==> config.mk <==
export PLATFORM = sky130hd
export DESIGN_NAME = lru_key_value_cache_top
export DESIGN_NICKNAME = d
export VERILOG_FILES = /design/src/hw/rtl/lkvc_pkg.sv /design/src/hw/rtl/lkvc_value_ram.sv /design/src/hw/rtl/lkvc_tag_array.sv /design/src/hw/rtl/lru_key_value_cache_top.sv
export VERILOG_INCLUDE_DIRS = /design/src /design/src/hw/rtl
export SDC_FILE = /design/constraint.sdc
export NUM_CORES = 2
export LEC_CHECK = 0
export BUFFER_PORTS_ARGS = -buffer_cell sky130_fd_sc_hd__buf_4
export CORE_AREA = 2 2 329 331
export DETAILED_ROUTE_END_ITERATION = 6
export DIE_AREA = 0 0 331 333
export PLACE_DENSITY = 0.71
export REMOVE_ABC_BUFFERS = 1
export SLEW_MARGIN = 15
export SYNTH_ARGS = -nofsm -noshare
export SYNTH_HDL_FRONTEND = slang
export SYNTH_HIERARCHICAL = 1
export SYNTH_SLANG_ARGS = --single-unit
==> constraint.sdc <==
create_clock -name i_clk -period 10.3 [get_ports i_clk]
set_input_delay 2.06 -clock i_clk [delete_from_list [all_inputs] [get_ports i_clk]]
set_output_delay 2.06 -clock i_clk [all_outputs]
set_load 0.05 [all_outputs]
==> src/hw/rtl/lru_key_value_cache_top_defines.svh <==
// Assertion macros shared by the LRU key/value cache RTL.
`ifndef LRU_KEY_VALUE_CACHE_TOP_DEFINES_SVH
`define LRU_KEY_VALUE_CACHE_TOP_DEFINES_SVH

// Same-cycle implication, disabled while reset is asserted.
`define LKVC_ASSERT_IMPL(lbl, clk, rst_n, ante, cons) \
    lbl: assert property (@(posedge clk) disable iff (!rst_n) (ante) |-> (cons)) \
        else $error("lkvc: same-cycle check failed");

// Next-cycle implication, disabled while reset is asserted.
`define LKVC_ASSERT_NEXT(lbl, clk, rst_n, ante, cons) \
    lbl: assert property (@(posedge clk) disable iff (!rst_n) (ante) |=> (cons)) \
        else $error("lkvc: next-cycle check failed");

`endif

==> src/hw/rtl/lkvc_pkg.sv <==
// Package with the shared constants and types of the LRU key/value cache.
`timescale 1ns / 1ps
package lkvc_pkg;

    localparam int KEY_W = 32;
    localparam int VAL_W = 32;
    localparam int CAP_W = 5;

    localparam logic [CAP_W-1:0] CAP_RESET = 5'd16;

    // Operation codes carried by the mode field.
    localparam logic MODE_GET = 1'b0;
    localparam logic MODE_PUT = 1'b1;

    // Decision of the tag array for one lookup.
    typedef struct packed {
        logic hit;
        logic ram_we;
        logic ram_re;
    } t_lkvc_act;

endpackage

==> src/hw/rtl/lkvc_value_ram.sv <==
// Single-port value memory with a registered read port.
`timescale 1ns / 1ps
module lkvc_value_ram
    import lkvc_pkg::*;
#(
    parameter int ENTRIES = 16,
    parameter int SW      = $clog2(ENTRIES)
) (
    input  logic             i_clk,
    input  logic             i_we,
    input  logic             i_re,
    input  logic [SW-1:0]    i_addr,
    input  logic [VAL_W-1:0] i_wdata,
    output logic [VAL_W-1:0] o_rdata
);

    logic [VAL_W-1:0] r_mem [ENTRIES];
    logic [VAL_W-1:0] r_rdata;

    always_ff @(posedge i_clk) begin
        if (i_we) begin
            r_mem[i_addr] <= i_wdata;
        end
        if (i_re) begin
            r_rdata <= r_mem[i_addr];
        end
    end

    assign o_rdata = r_rdata;

endmodule

==> src/hw/rtl/lkvc_tag_array.sv <==
// Key tags, valid bits, recency ranks and occupancy with the replacement decision.
`timescale 1ns / 1ps
`include "lru_key_value_cache_top_defines.svh"
module lkvc_tag_array
    import lkvc_pkg::*;
#(
    parameter int ENTRIES = 16,
    parameter int SW      = $clog2(ENTRIES),
    parameter int CW      = $clog2(ENTRIES + 1)
) (
    input  logic             i_clk,
    input  logic             i_rst_n,
    input  logic [CAP_W-1:0] i_cap,
    input  logic             i_lookup,
    input  logic             i_mode,
    input  logic [KEY_W-1:0] i_key,
    output t_lkvc_act        o_act,
    output logic [SW-1:0]    o_slot
);

    localparam int MW = (CW > CAP_W) ? CW : CAP_W;

    logic [ENTRIES-1:0] r_valid;
    logic [KEY_W-1:0]   r_key [ENTRIES];
    logic [SW-1:0]      r_rank [ENTRIES];
    logic [CW-1:0]      r_occ;

    logic [ENTRIES-1:0] n_valid;
    logic [SW-1:0]      n_rank [ENTRIES];
    logic [CW-1:0]      n_occ;

    logic               found;
    logic [SW-1:0]      hit_slot;
    logic [SW-1:0]      hit_rank;
    logic [MW-1:0]      cap_ext;
    logic [MW-1:0]      eff_cap;
    logic               evict;
    logic [CW-1:0]      occ_m1;
    logic [SW-1:0]      last_rank;
    logic               got;
    logic [SW-1:0]      victim_slot;
    logic [ENTRIES-1:0] valid_after;
    logic               free_found;
    logic [SW-1:0]      free_slot;
    logic               insert;
    logic               drop;

    always_comb begin
        found    = 1'b0;
        hit_slot = '0;
        for (int i = ENTRIES - 1; i >= 0; i--) begin
            if (r_valid[i] && (r_key[i] == i_key)) begin
                found    = 1'b1;
                hit_slot = SW'(i);
            end
        end
        hit_rank = r_rank[hit_slot];

        // Capacity zero acts as one; capacity above the store saturates.
        cap_ext = MW'(i_cap);
        eff_cap = cap_ext;
        if (cap_ext == '0) begin
            eff_cap = MW'(1);
        end else if (cap_ext > MW'(ENTRIES)) begin
            eff_cap = MW'(ENTRIES);
        end

        evict = (i_mode == MODE_PUT) && !found && (r_occ != '0)
                && (MW'(r_occ) >= eff_cap);

        occ_m1    = r_occ - CW'(1);
        last_rank = occ_m1[SW-1:0];
        got         = 1'b0;
        victim_slot = '0;
        for (int i = ENTRIES - 1; i >= 0; i--) begin
            if (r_valid[i] && (r_rank[i] == last_rank)) begin
                got         = 1'b1;
                victim_slot = SW'(i);
            end
        end
        drop = evict && got;

        valid_after = r_valid;
        if (drop) begin
            valid_after[victim_slot] = 1'b0;
        end

        free_found = 1'b0;
        free_slot  = '0;
        for (int i = ENTRIES - 1; i >= 0; i--) begin
            if (!valid_after[i]) begin
                free_found = 1'b1;
                free_slot  = SW'(i);
            end
        end

        insert = (i_mode == MODE_PUT) && !found && free_found;

        o_act.hit    = found;
        o_act.ram_we = ((i_mode == MODE_PUT) && found) || insert;
        o_act.ram_re = (i_mode == MODE_GET) && found;
        o_slot       = found ? hit_slot : free_slot;

        // Recency update: a hit ages the entries newer than it, an insert ages all remaining valid ones.
        for (int i = 0; i < ENTRIES; i++) begin
            n_rank[i] = r_rank[i];
            if (found) begin
                if (r_valid[i] && (r_rank[i] < hit_rank)) begin
                    n_rank[i] = r_rank[i] + SW'(1);
                end
                if (SW'(i) == hit_slot) begin
                    n_rank[i] = '0;
                end
            end else begin
                if (drop && (SW'(i) == victim_slot)) begin
                    n_rank[i] = '0;
                end
                if (insert) begin
                    if (valid_after[i]) begin
                        n_rank[i] = r_rank[i] + SW'(1);
                    end
                    if (SW'(i) == free_slot) begin
                        n_rank[i] = '0;
                    end
                end
            end
        end

        n_valid = valid_after;
        if (insert) begin
            n_valid[free_slot] = 1'b1;
        end
        n_occ = r_occ - CW'(drop) + CW'(insert);
    end

    always_ff @(posedge i_clk) begin
        if (!i_rst_n) begin
            r_valid <= '0;
            r_occ   <= '0;
            for (int i = 0; i < ENTRIES; i++) begin
                r_rank[i] <= '0;
            end
        end else if (i_lookup) begin
            r_valid <= n_valid;
            r_occ   <= n_occ;
            for (int i = 0; i < ENTRIES; i++) begin
                r_rank[i] <= n_rank[i];
            end
        end
    end

    always_ff @(posedge i_clk) begin
        if (i_lookup && insert) begin
            r_key[free_slot] <= i_key;
        end
    end

    `LKVC_ASSERT_IMPL(a_occ_matches_valid, i_clk, i_rst_n, 1'b1, $countones(r_valid) == r_occ)
    `LKVC_ASSERT_IMPL(a_occ_bounded, i_clk, i_rst_n, 1'b1, r_occ <= CW'(ENTRIES))
    `LKVC_ASSERT_IMPL(a_one_ram_op, i_clk, i_rst_n, i_lookup, !(o_act.ram_we && o_act.ram_re))

endmodule

==> src/hw/rtl/lru_key_value_cache_top.sv <==
// Top level of the fully associative LRU key/value cache.
`timescale 1ns / 1ps
`include "lru_key_value_cache_top_defines.svh"
// The block holds up to ENTRIES key/value pairs and serves one get or put per
// input transfer, returning exactly one result transfer for each. Keys, valid
// bits and recency ranks live in registers so that all keys are compared in
// parallel; values live in a single-port synchronous memory. Each item passes
// through these steps in order: its capture into the item registers in the
// idle state, the lookup state in which the tag array compares the key, picks
// the slot, updates recency and issues the memory access, and the done state
// in which the registered memory read data is moved into the output register
// once that register is free. No new item is taken until the previous one has
// left the done state, but a new item can be taken while the previous result
// still waits in the output register. The cache is empty after reset and needs
// no clearing pass. The capacity register may be written at any time the block
// is idle; zero acts as one and values above ENTRIES act as ENTRIES. Lowering
// the capacity below the occupancy drops nothing at once; each later insertion
// then evicts one entry.
module lru_key_value_cache_top
    import lkvc_pkg::*;
#(
    parameter int ENTRIES = 16
) (
    input  logic                    i_clk,
    input  logic                    i_rst_n,
    input  logic                    i_cfg_valid,
    output logic                    o_cfg_ready,
    input  logic [CAP_W-1:0]        i_cfg_data,
    input  logic                    i_in_valid,
    output logic                    o_in_ready,
    input  logic                    i_mode,
    input  logic signed [KEY_W-1:0] i_key,
    input  logic signed [VAL_W-1:0] i_write_value,
    output logic                    o_out_valid,
    input  logic                    i_out_ready,
    output logic                    o_hit,
    output logic signed [VAL_W-1:0] o_read_value
);

    localparam int SW = $clog2(ENTRIES);

    typedef enum logic [1:0] {
        S_IDLE,
        S_LOOK,
        S_DONE
    } t_state;

    t_state           r_state;
    logic [CAP_W-1:0] r_cap;
    logic             r_mode;
    logic [KEY_W-1:0] r_key;
    logic [VAL_W-1:0] r_wval;
    logic             r_hit;
    logic             r_get_hit;
    logic             r_out_valid;
    logic             r_out_hit;
    logic [VAL_W-1:0] r_out_value;

    t_lkvc_act        act;
    logic [SW-1:0]    slot;
    logic [VAL_W-1:0] ram_rdata;
    logic             lookup;
    logic             out_free;

    assign lookup      = (r_state == S_LOOK);
    assign out_free    = !r_out_valid || i_out_ready;
    assign o_in_ready  = (r_state == S_IDLE);
    assign o_cfg_ready = 1'b1;

    always_ff @(posedge i_clk) begin
        if (!i_rst_n) begin
            r_cap <= CAP_RESET;
        end else if (i_cfg_valid) begin
            r_cap <= i_cfg_data;
        end
    end

    lkvc_tag_array #(
        .ENTRIES (ENTRIES)
    ) u_tags (
        .i_clk    (i_clk),
        .i_rst_n  (i_rst_n),
        .i_cap    (r_cap),
        .i_lookup (lookup),
        .i_mode   (r_mode),
        .i_key    (r_key),
        .o_act    (act),
        .o_slot   (slot)
    );

    lkvc_value_ram #(
        .ENTRIES (ENTRIES)
    ) u_values (
        .i_clk   (i_clk),
        .i_we    (lookup && act.ram_we),
        .i_re    (lookup && act.ram_re),
        .i_addr  (slot),
        .i_wdata (r_wval),
        .o_rdata (ram_rdata)
    );

    // Item capture and result handling. The item is held from its transfer
    // until the tag array has acted on it; the result then waits in S_DONE
    // until the output register is free. In S_DONE the output register is
    // either reloaded or left waiting, so it is only emptied in other states.
    always_ff @(posedge i_clk) begin
        if (!i_rst_n) begin
            r_state     <= S_IDLE;
            r_out_valid <= 1'b0;
        end else begin
            if (r_out_valid && i_out_ready && (r_state != S_DONE)) begin
                r_out_valid <= 1'b0;
            end
            unique case (r_state)
                S_IDLE: begin
                    if (i_in_valid) begin
                        r_mode  <= i_mode;
                        r_key   <= i_key;
                        r_wval  <= i_write_value;
                        r_state <= S_LOOK;
                    end
                end
                S_LOOK: begin
                    r_hit     <= act.hit;
                    r_get_hit <= act.ram_re;
                    r_state   <= S_DONE;
                end
                S_DONE: begin
                    if (out_free) begin
                        r_out_valid <= 1'b1;
                        r_out_hit   <= r_hit;
                        r_out_value <= r_get_hit ? ram_rdata : '0;
                        r_state     <= S_IDLE;
                    end
                end
                default: begin
                    r_state <= S_IDLE;
                end
            endcase
        end
    end

    assign o_out_valid  = r_out_valid;
    assign o_hit        = r_out_hit;
    assign o_read_value = r_out_value;

    `LKVC_ASSERT_NEXT(a_accept_to_look, i_clk, i_rst_n, i_in_valid && o_in_ready, r_state == S_LOOK)
    `LKVC_ASSERT_NEXT(a_done_emits, i_clk, i_rst_n, (r_state == S_DONE) && out_free, o_out_valid && (r_state == S_IDLE))
    `LKVC_ASSERT_IMPL(a_miss_zero, i_clk, i_rst_n, o_out_valid && !o_hit, o_read_value == '0)

endmodule
==> impl_metrics.env <==
export IMPL_hold_viol_final=0
export IMPL_rr_endpoint="u_values/r_mem[15][22]"
export IMPL_cp_startpoint="u_tags/r_occ[0]"
export IMPL_core_um2=107000
export IMPL_synthToLayoutAreaGrowth_pct=11.5
export IMPL_cts_buffer_depth=3
export IMPL_drv_slew=0
export IMPL_cts_root_buf="clkbuf_16"
export IMPL_grt_pass1_vias=35600
export IMPL_portBuffers=109
export IMPL_yosysTopAreaCell="edfxtp_1"
export IMPL_criticalPathCategory="register to register"
export IMPL_die_area_um2=110000
export IMPL_drtIter0Drc=4582
export IMPL_vias_per_cell=6.53
export IMPL_cp_depth=18
export IMPL_syn_area_per_cell_um2=14.6
export IMPL_endpoint="u_values/r_mem[15][22]"
export IMPL_end_kind="register"
export IMPL_via_count=36700
export IMPL_synth_top_area_share_pct=63.0
export IMPL_dpl_worst_slack_ns=2.15
export IMPL_fin_area_um2=64800
export IMPL_clock_skew_ns=0.0218
export IMPL_track_usage_pct=29.7
export IMPL_period_minus_slack_ns=8.22
export IMPL_crit_fanout=33
export IMPL_routed_wl_um=163000
export IMPL_path_buf_inv=3
export IMPL_leakage_nw=21.5
export IMPL_ys_warn_count=6
export IMPL_gp_congestion=1.00
export IMPL_ant_nets=0
export IMPL_maxCapViolations=0
export IMPL_synth_seq_area_share_pct=64.0
export IMPL_postCtsHoldBufs=0
export IMPL_synth_area_top_cells="edfxtp_1, xor2_1, mux4_2, xnor2_1, nor4_1"
export IMPL_cts_resized=0
export IMPL_rsz0062_at_grt="no"
export IMPL_layout_setup_ws_ns=2.08
export IMPL_wl_per_cell_um=29.1
export IMPL_p_total_mw=11.1
export IMPL_cts_sinks=1249
export IMPL_reg2reg_slack_ns=2.08
export IMPL_cts_setup_buffers=0
export IMPL_path_cells="inv_1, ha_1, xnor2_2, xnor2_1, nor3_1, or2_1, or2_1, nor4_2, nor4b_4, nor2b_1, o311ai_2, nor2_4, and3_1, o31ai_4, buf_4, nand2_1, nor2_4, buf_4"
export IMPL_netlist_area_um2=58100
export IMPL_slew_headroom_pct=13.4
export IMPL_hpwl_um=100000
export IMPL_fmax_ghz=0.122
export IMPL_ff2ff_path_depth=18
export IMPL_die_y_um=333
export IMPL_drc=0
export IMPL_clkSlewWorstSetupHoldPaths_ns=0.06
export IMPL_worstSetupStartpointType="register"
export IMPL_worstMarginPinSlew_ns=1.29
export IMPL_drive_gt1_share_pct=15.3
export IMPL_cts_buffers=131
export IMPL_placed_area_um2=60500
export IMPL_htreeDepth=4
export IMPL_synth_edf_count=1220
export IMPL_synth_cells=3978
export IMPL_async_flop_share_pct=0
export IMPL_yosys_most_used_dff="edfxtp_1"
export IMPL_antenna_cells=0
export IMPL_layout_nets=4258
export IMPL_num_io_pins=111
export IMPL_worstReg2RegStart="u_tags/r_occ[0]"
export IMPL_grt_pass1_wl_um=239000
export IMPL_place_inst=5373
export IMPL_setup_viol=0
export IMPL_clock_latency_ns=0.76
export IMPL_die_x_um=331
export IMPL_timing_final_crit_share_pct=79.8
export IMPL_antenna_found_initial=0
export IMPL_synth_most_common_cell="edfxtp_1"
export IMPL_max_stage_delay_ns=1.06
export IMPL_critPathRequiredTime_ns=10.73
export IMPL_p_per_area_nw_per_um2=170
export IMPL_arrival_ns=8.65
export IMPL_grt_remaining_overflow=0
export IMPL_ir_drop_v=0.000160
export IMPL_synth_seq_cells=1249
export IMPL_hold_path_class="register to register"
export IMPL_start_util_pct=54.5
export IMPL_grt_max_degree=125
export IMPL_slowest_stage="dfxtp_1"
export IMPL_synth_common_cells="edfxtp_1, xor2_1, nand2_1"
export IMPL_ys_types=113
export IMPL_tritoncts="done"
export IMPL_fp_row_count=120
export IMPL_path_delay_family="simple AND/OR/NAND/NOR gates"
export IMPL_outcome="finished clean"
export IMPL_final_cells=5612
export IMPL_dr_pass1_iters=5
## metrics by stage
stage	hold WS, ns	TNS, ns	util, %
final	0.431	0	60.8
after global routing	0.443	0	60.8
after CTS	0.435	0	60.8
after detailed placement	0.421	0	56.8
after global placement	0.411	0	56.8
after floorplan	0.400	-8720.30	-
## power by group
group	leakage [nW]	internal, mW	switching [mW]
registers	11.3	5.61	0.112
clock network	2.09	2.73	1.99
logic	8.11	0.255	0.358
total	21.5	8.59	2.46
## how the worst min path moves through the flow
| stage | startpoint | to | slack [ns] | depth (start not counted) |
|---|---|---|---|---|
| 5_1_grt | r_hit | o_hit | 0.44 | 0 |
| 6_report | r_hit | o_hit | 0.43 | 0 |
| 3_5_place_dp | r_hit | o_hit | 0.42 | 0 |
| 2_1_floorplan | r_hit | o_hit | 0.40 | 0 |
| 3_3_place_gp | r_hit | o_hit | 0.41 | 0 |
| 4_1_cts | r_hit | o_hit | 0.43 | 0 |
## cells in the final DEF (no fill, tap or decap), types with 100 or more instances in the layout
| master | count |
|---|---|
| nor2_1 | 147 |
| xor2_1 | 459 |
| nand3_1 | 101 |
| a21oi_1 | 100 |
| buf_4 | 213 |
| clkbuf_16 | 133 |
| xnor2_1 | 146 |
| nand2_1 | 207 |
| mux4_2 | 128 |
| edfxtp_1 | 1220 |
| nor4_1 | 193 |
## per-layer routing
| metal | wire [um] | part of all wire [%] | GRT usage (%) | up-vias |
|---|---|---|---|---|
| li1 | - | - | - | 15600 |
| met2 | 73400 | 45 | 44.2 | 2356 |
| met3 | 17800 | 11 | 6.28 | 396 |
| met5 | 0 | 0 | 0 | - |
| met1 | 65600 | 40 | 43.0 | 18300 |
| met4 | 6530 | 4.0 | 11.5 | 0 |
## logic make-up (layout without fill, tap and decap cells)
kind of cell	count (synthesis)	after routing	synth area share, %
DFF	1249	1249	64.0
and+or+nand+nor	1090	1090	10.2
xor gates and xnor gates	632	632	10.1
AOI/OAI and AO/OA	475	475	5.59
buffers and inverters	283	514	2.61
muxes	168	168	5.68
adders and majority gates	80	80	1.73
other	1	1	0.00645
## area by class of cell
| class | instances | area [um^2] |
|---|---|---|
| clock inverters | 78 | 837 |
| repair buffers | 219 | 1720 |
| clock buffers | 161 | 3470 |
| multi-input cells | 2446 | 19600 |
| inverters | 56 | 210 |
| fillers | 7862 | 41800 |
| flip-flops and latches | 1249 | 37200 |
| well taps | 1403 | 1760 |
## registers in the layout, indices dropped and copies added, names as in the netlist
register / count
u_values/r_mem: 512
r_get_hit: 1
o_hit: 1
u_values/o_rdata: 32
r_wval: 32
r_hit: 1
r_mode: 1
u_tags/r_rank: 64
r_cap: 5
u_tags/r_key: 512
o_read_value: 32
u_tags/r_valid: 16
r_state: 2
o_out_valid: 1
u_tags/r_occ: 5
r_key: 32
No activity file was read; power rests on OpenSTA's default activity.
